## config.mk

```make
export PLATFORM = sky130hd
export DESIGN_NAME = ptr_ctrl
export DESIGN_NICKNAME = d
export VERILOG_FILES = /design/src/design/ptr_pkg.sv /design/src/design/ptr_ctrl.sv
export SDC_FILE = /design/constraint.sdc
export NUM_CORES = 1
export LEC_CHECK = 0
export BUFFER_PORTS_ARGS = -buffer_cell sky130_fd_sc_hd__buf_2
export CAP_MARGIN = 40
export CORE_AREA = 2 2 39 41
export CTS_BUF_LIST = sky130_fd_sc_hd__clkbuf_8
export CTS_CLUSTER_SIZE = 24
export DETAILED_ROUTE_END_ITERATION = 7
export DIE_AREA = 0 0 41 43
export HOLD_SLACK_MARGIN = 0.1
export PLACE_DENSITY = 0.43
export SYNTH_ARGS = -nofsm -noshare
export SYNTH_HDL_FRONTEND = slang
export SYNTH_SLANG_ARGS = --single-unit
```

## constraint.sdc

```tcl
create_clock -name clk -period 1.4 [get_ports clk]
set_clock_uncertainty 0.1 [all_clocks]
set_input_delay 0.21 -clock clk [delete_from_list [all_inputs] [get_ports clk]]
set_output_delay 0.21 -clock clk [all_outputs]
set_load 0.01 [all_outputs]
```

## src/design/ptr_pkg.sv

```systemverilog
// shared types and constants for the paged translation core
package ptr_pkg;

  localparam int PROCESSES = 4;
  localparam int PAGES_PER_PROCESS = 64;
  localparam int FRAME_COUNT = 512;
  localparam int PID_BITS = 2;
  localparam int PAGE_BITS = 6;
  localparam int FRAME_BITS = 9;
  localparam int RES_BITS = 7;
  localparam logic [RES_BITS-1:0] FRAME_LIMIT_RESET = 7'd8;

  localparam int CFG_IDX_BITS = 8;
  localparam int CFG_DATA_BITS = 32;
  localparam logic [CFG_IDX_BITS-1:0] REG_REPLACEMENT_MODE = 8'd0;
  localparam logic [CFG_IDX_BITS-1:0] REG_MAX_FRAMES = 8'd1;
  localparam logic MODE_FIFO = 1'b0;
  localparam logic MODE_LRU = 1'b1;
  localparam logic STATUS_OK = 1'b0;
  localparam logic STATUS_NO_FRAME = 1'b1;

  typedef enum logic [2:0] {
    ST_IDLE,
    ST_LOOKUP,
    ST_DECIDE,
    ST_SCAN,
    ST_SCAN_LAST,
    ST_COMMIT
  } ctrl_state_t;

  typedef struct packed {
    logic latch;
    logic lookup;
    logic scan_start;
    logic scan_step;
    logic commit;
  } ctrl_cmd_t;

  typedef struct packed {
    logic hit;
    logic can_alloc;
    logic scan_done;
  } ctrl_status_t;

endpackage

```

## src/design/ptr_ctrl.sv

```systemverilog
// controller state machine sequencing lookup, victim scan and commit
module ptr_ctrl import ptr_pkg::*; (
  input  logic         clk,
  input  logic         rst,
  input  logic         start,
  input  ctrl_status_t stat,
  output ctrl_cmd_t    cmd,
  output logic         busy
);

  ctrl_state_t state, state_next;

  always_ff @(posedge clk) begin
    if (rst) begin
      state <= ST_IDLE;
    end else begin
      state <= state_next;
    end
  end

  always_comb begin
    state_next = state;
    case (state)
      ST_IDLE: begin
        if (start) state_next = ST_LOOKUP;
      end
      ST_LOOKUP: state_next = ST_DECIDE;
      ST_DECIDE: begin
        if (stat.hit || stat.can_alloc) state_next = ST_COMMIT;
        else state_next = ST_SCAN;
      end
      ST_SCAN: begin
        if (stat.scan_done) state_next = ST_SCAN_LAST;
      end
      ST_SCAN_LAST: state_next = ST_COMMIT;
      ST_COMMIT: state_next = ST_IDLE;
      default: state_next = ST_IDLE;
    endcase
  end

  always_comb begin
    cmd = '0;
    busy = (state != ST_IDLE);
    case (state)
      ST_IDLE: cmd.latch = start;
      ST_LOOKUP: cmd.lookup = 1'b1;
      ST_DECIDE: cmd.scan_start = !(stat.hit || stat.can_alloc);
      ST_SCAN: cmd.scan_step = 1'b1;
      ST_SCAN_LAST: cmd.scan_step = 1'b1;
      ST_COMMIT: cmd.commit = 1'b1;
      default: cmd = '0;
    endcase
  end

endmodule

```

==> results of run 1 <==
==> synth_stat cells, drive strengths merged <==
cell     number  area (um2)
o2111a        1        11.3
nor2b         1        6.26
a21oi         1        5.00
inv           2        7.51
dfxtp         3        60.1
buf           2        18.8
nor3b         1        7.51
and3          1        6.26
or3           2        17.5
nand2         1        3.75
a2111oi       1        15.0
o21ai         1        5.00
nor3          3        15.0
a221oi        1        15.0
nor2          4        15.0
nand2b        1        6.26
o2bb2ai       2        17.5
==> cell families (layout without fill, tap and decap cells) <==
family,after synthesis,after routing,synth area share [%]
simple gates,14,14,33.3
compound gates,7,7,29.6
buf+inv,4,22,11.3
flops,3,3,25.8
==> repair_timing <==
item                                   in CTS  in global routing
endpoints found under the hold margin       2                  0
resized for setup                           8                  4
setup endpoints to repair                   6                  6
pin swaps                                   1                  0
hold buffers                                1                  0
setup buffers                               1                  1
==> per-stage QoR <==
stage	setup slack (ns)	power, uW	area, um2	setup TNS [ns]
floorplan	0.113	167	233	0
global placement	0.114	199	304	0
detailed placement	0.0984	197	304	0
CTS	-0.0692	473	393	-0.0699
global route	-0.105	510	419	-0.213
finish	-0.0732	482	419	-0.0921
==> power breakdown <==
part           switching (uW)  internal, uW
logic                    61.0          66.5
registers                7.88          93.7
clock network            65.3           187
==> worst max path at each step <==
stage,start,to,depth (start not counted)
after floorplan,state[0],cmd[4],3
after global routing,state[1],cmd[4],3
after detailed placement,state[1],cmd[4],3
after CTS,state[1],cmd[4],3
final,state[1],cmd[4],3
after global placement,state[1],cmd[4],3
==> metal layers <==
layer | part of all wire [%] | up-vias
li1 | - | 139
met1 | 44 | 127
met2 | 47 | 9
met3 | 5.8 | 2
met4 | 2.7 | 0
met5 | 0 | -
==> worst register-to-register path: stages (launching register included) <==
cell and delay, ns:
dfxtp_4 0.33, buf_4 0.17, or3_1 0.39, a221oi_2 0.23
==> final cells by class <==
class | instances | area (um2) | area share [%]
clock buffers | 3 | 41.3 | 9.85
multi-input cells | 21 | 176 | 42.1
flip-flops and latches | 3 | 68.8 | 16.4
clock inverters | 1 | 3.75 | 0.896
repair buffers | 16 | 101 | 24.2
well taps | 16 | 20.0 | 4.78
inverters | 2 | 7.51 | 1.79
==> results_dict.tcl, run 1 <==
set metrics [dict create \
    status "complete, but fails checks" \
    violations "setup timing" \
    critical-path-max-stage-delay_ns 0.39 \
    clockRootBuffer "clkbuf_8" \
    critPathSlowestCell "or3_4" \
    dp_cells 55 \
    critPathLaunchType "register" \
    die_w_um 41 \
    clkSinkCount 3 \
    setup_viol 3 \
    powerDensity_mw_per_mm2 1150 \
    synth_area_um2 233 \
    final_core_util_pct 30.3 \
    cts.clk_slew.worst_paths_ns 0.03 \
    avgRoutedWirePerCell_um 10.8 \
    dr_total_vias 277 \
    syn-instance-count 28 \
    r2r_start "state[1]" \
    cp.arrival_ns 1.16 \
    crit_required_ns 1.09 \
    largest_register "state" \
    antenna_cells 0 \
    ys_ff_latch 3 \
    mostFrequentLayoutCell "buf_2" \
    layout_setup_ws_ns -0.0732 \
    final_cell_mix "buf_2, buf_4, nor2_1, inv_1, clkbuf_8" \
    die_area_mm2 0.00176 \
    grt.met1_usage_pct 11.2 \
    r2r_cells 3 \
    ys_warn_count 0 \
    drt_pass1_iterations 1 \
    antenna_found_initial 0 \
    critPathCaptureType "primary output" \
    htree_levels 1 \
    syn-num-nets 34 \
    worstReg2RegEnd "state[0]" \
    hold_depth 2 \
    hold_path.class "in2reg" \
    crit_family "simple AND/OR/NAND/NOR gates" \
    core-area_mm2 0.00138 \
    max_slew_margin_pct 82.7 \
    path_cells "or3_4 > nor2_1 > buf_2" \
    top_usage_layer "met2" \
    drc 0 \
    whs_ns 0.110 \
    top_regs "state: 3 flops" \
    grt_max_degree 10 \
    final_cells 62 \
    cts_buffer_depth 2 \
    groute.usage.overall_pct 9.62 \
    hpwl_um 410 \
    crit_buf_inv 1 \
    fmax_mhz 679 \
    period_minus_slack_ns 1.47 \
    crit_type "reg2out" \
    slew_viol_final 0 \
    initial_core_util_pct 16.8 \
    tightest_slew_ns 0.259 \
    max_cap_viol_count 0 \
    synth_cell_type_count 19 \
    clk_latency_ns 0.22 \
    peakVddDrop_mv 0.380 \
    r2r_setup_slack_ns 0.09 \
    met3_usage_pct 4.71 \
    nFillCells 154 \
    grt_overflow 0 \
    finish.net_count 53 \
    min_to "state[0]" \
    hold_violations 0 \
    largest_reg_flops 3 \
    first_iter_violations 0 \
    ys_seq_area_share_pct 25.8 \
    grt_pass1_vias 265 \
    gr-usage-met2_pct 11.6 \
    drive_above_1_share_pct 63.0 \
    drt_wl_total_um 671 \
    hp-start "stat[0]" \
    numCtsBuffers 3 \
    cts_tree "done" \
    io_pins 12 \
    cp_max_fo 3 \
    areaGrowthSynthToFinish_pct 80.1 \
    viasPerCell 4.47 \
    synth.avg_cell_area_um2 8.31 \
    total_leakage_power_uw 0.000191 \
    ant_nets 0 \
    io_buffers 11 \
    die_h_um 43 \
    num_rows 14 \
    grt_first_pass_wirelength_um 1060 \
    rsz0062_at_grt "yes" \
    gp_congestion 0.724 \
    post-route-period-util_pct 105 \
]
Power figures use the tool's default switching activity.
==> run 2, diff against run 1 <==
--- a/config.mk
+++ b/config.mk
@@ -5,6 +5,7 @@
 export SDC_FILE = /design/constraint.sdc
 export NUM_CORES = 1
 export LEC_CHECK = 0
+export ABC_AREA = 1
 export BUFFER_PORTS_ARGS = -buffer_cell sky130_fd_sc_hd__buf_2
 export CAP_MARGIN = 40
 export CORE_AREA = 2 2 39 41
@@ -13,7 +14,7 @@
 export DETAILED_ROUTE_END_ITERATION = 7
 export DIE_AREA = 0 0 41 43
 export HOLD_SLACK_MARGIN = 0.1
-export PLACE_DENSITY = 0.43
+export PLACE_DENSITY = 0.42
 export SYNTH_ARGS = -nofsm -noshare
 export SYNTH_HDL_FRONTEND = slang
 export SYNTH_SLANG_ARGS = --single-unit
==> run 2 against run 1 <==
The flow now finishes without violations. Critical path type unchanged. Global-route usage is 1.5 points lower. Critical path depth is 2 higher. Synthesized cell count is 46% higher. Die area stayed put. Final cell count is 21% higher. Critical endpoint is now cmd[2]. Flip-flop and latch count stayed put. Routed wire length is 21% lower.
==> results_dict.tcl, run 2 <==
set metrics [dict create \
    areaGrowthSynthToFinish_pct 72.2 \
    synth.most_common_cell "inv_1" \
    fmax_mhz 750 \
    status "finished clean" \
    r2r_start "state[1]" \
    swShare_pct 28.1 \
    crit_required_ns 1.09 \
    grt_overflow 0 \
    drt_pass1_iterations 2 \
    final_cell_mix "inv_1, buf_2, nand3_1" \
    total_leakage_power_uw 0.000232 \
    power_switching_uw 130 \
    num_rows 14 \
    grt_pass1_vias 260 \
    period_minus_slack_ns 1.33 \
    synth_ff_type "dfxtp_1" \
    critPathCaptureType "primary output" \
    crit_start "state[1]" \
    finish.net_count 66 \
    post-route-period-util_pct 95.2 \
    top_layer_used "met3" \
    register_area_um2 66.3 \
    ys_ff_latch 3 \
    comb_power_share_pct 24.6 \
    syn-instance-count 41 \
    io_buffers 11 \
    crit_type "reg2out" \
    wl_met3_um 38 \
    antenna_cells 0 \
    viasPerCell 3.99 \
    hpwl_um 452 \
    tightest_slew_ns 0.164 \
    cp.arrival_ns 1.02 \
    syn-num-nets 47 \
    slew_viol_final 0 \
    largest_reg_flops 3 \
    synth.area.top_cells "dfxtp_1, inv_1, nand3_1" \
    multi_input_area_um2 125 \
    synth_commonest_cells "inv_1, nand3_1, nand2_1" \
    clockRootBuffer "clkbuf_8" \
    cp_max_fo 6 \
    power.total_uw 464 \
    drc 0 \
    synthArstFlopShare_pct 0 \
    critPathLaunchType "register" \
    synth.avg_cell_area_um2 5.49 \
    clkSinkCount 3 \
    clk_latency_ns 0.21 \
    p_int_uw 334 \
    gp_congestion 0.677 \
    drive_above_1_share_pct 42.4 \
    power_frac_clock_pct 51.5 \
    final_cells 75 \
    mostFrequentLayoutCell "inv_1" \
    synth_area_leader_cell "dfxtp_1" \
    die_h_um 43 \
    route.met2.wl_um 257 \
    htree_levels 1 \
    hold_path.class "in2reg" \
    core-area_mm2 0.00138 \
    synth_area_um2 225 \
    top_regs "state: 3 flops" \
    met1_length_um 235 \
    ys_seq_area_share_pct 26.7 \
    die_area_mm2 0.00176 \
    drt_wl_total_um 531 \
    dp_cells 68 \
    cts_buffer_depth 2 \
    die_w_um 41 \
    synth_cell_type_count 11 \
    nFillCells 165 \
    grt_max_degree 8 \
    max_cap_viol_count 0 \
    largest_register "state" \
    peakVddDrop_mv 0.429 \
    seqPwrFrac_pct 23.9 \
    ys_warn_count 0 \
    antenna_found_initial 0 \
    first_iter_violations 1 \
    cts.clk_slew.worst_paths_ns 0.03 \
    cts_tree "done" \
    synth-edff-count 0 \
    rsz0062_at_grt "yes" \
    hold_violations 0 \
    io_pins 12 \
    hp-start "stat[0]" \
    setup_viol 0 \
    dr_total_vias 299 \
    grt_first_pass_wirelength_um 910 \
    max_slew_margin_pct 89.0 \
    powerDensity_mw_per_mm2 1200 \
    avgRoutedWirePerCell_um 7.08 \
    whs_ns 0.255 \
    groute.usage.overall_pct 8.14 \
    numCtsBuffers 3 \
    ant_nets 0 \
    initial_core_util_pct 16.3 \
    synth_top_area_share_pct 26.7 \
]
run 2: changes by cell type after synthesis, moves of 2 or more:
cell	before	now
inv_1	2	11
nor2_2	0	2
nor3_1	3	1
o2bb2ai_1	2	0
nand3_1	0	8
nand2_1	1	6
run 2: cell families after synthesis:
kind of cell | share of synthesized area (%)
flip-flops | 26.7
buffers and inverters | 20.0
AND/OR/NAND/NOR | 46.7
AO/OA/AOI/OAI | 6.66
run 2: area by class of cell:
| class | count | share of cell area [%] |
|---|---|---|
| clock buffer | 3 | 10.6 |
| clock inverter | 1 | 0.968 |
| inverter | 12 | 11.6 |
| multi-input combinational | 26 | 32.3 |
| sequential | 3 | 17.1 |
| tap | 16 | 5.16 |
| timing repair buffer | 14 | 22.3 |
run 2: stage by stage:
stage	setup slack (ns)	utilization, %	setup TNS (ns)	cell area [um2]
2_1_floorplan	0.296	-	0	225
3_3_place_gp	0.224	21.7	0	300
3_5_place_dp	0.204	21.7	0	300
4_1_cts	0.0241	25.8	0	357
5_1_grt	-0.0257	28.0	-0.0445	388
6_report	0.0673	28.0	0	388
run 2: worst max-delay path, cell delays in order (launching register included):
cell and delay, ns:
dfxtp_4 0.36, inv_1 0.06, nor2_2 0.15, nand3_2 0.09
inv_2 0.06, buf_6 0.09
run 2: per-layer routing:
layer / global-route usage, % / vias up
li1: - / 160
met3: 3.14 / 0
met4: 8.00 / 0
met5: 0 / -
met2: 10.3 / 10
met1: 9.68 / 129
run 2: power groups by stage:
stage          clock (uW)  sequential (uW)  combinational (uW)
2_1_floorplan           0              107                69.5
3_3_place_gp            0              110                 106
5_1_grt               257              114                 133
4_1_cts               249              110                 108
3_5_place_dp            0              110                 105
6_report              239              111                 114
run 2: worst paths after layout:
| check | cells past startpoint | slack, ns | to |
|---|---|---|---|
| max | 5 | 0.07 | cmd[2] |
| min | 4 | 0.25 | state[0] |
| max reg2reg | 7 | 0.29 | state[1] |
| min reg2reg | 3 | 0.52 | state[2] |
run 2: repair_timing:
| item | CTS | global route |
|---|---|---|
| hold endpoints to repair | 1 | 0 |
| buffers inserted | 0 | 2 |
| setup endpoints to repair | 1 | 5 |
| pin swaps | 0 | 1 |
| resized for setup | 1 | 6 |
| hold buffers | 1 | 0 |
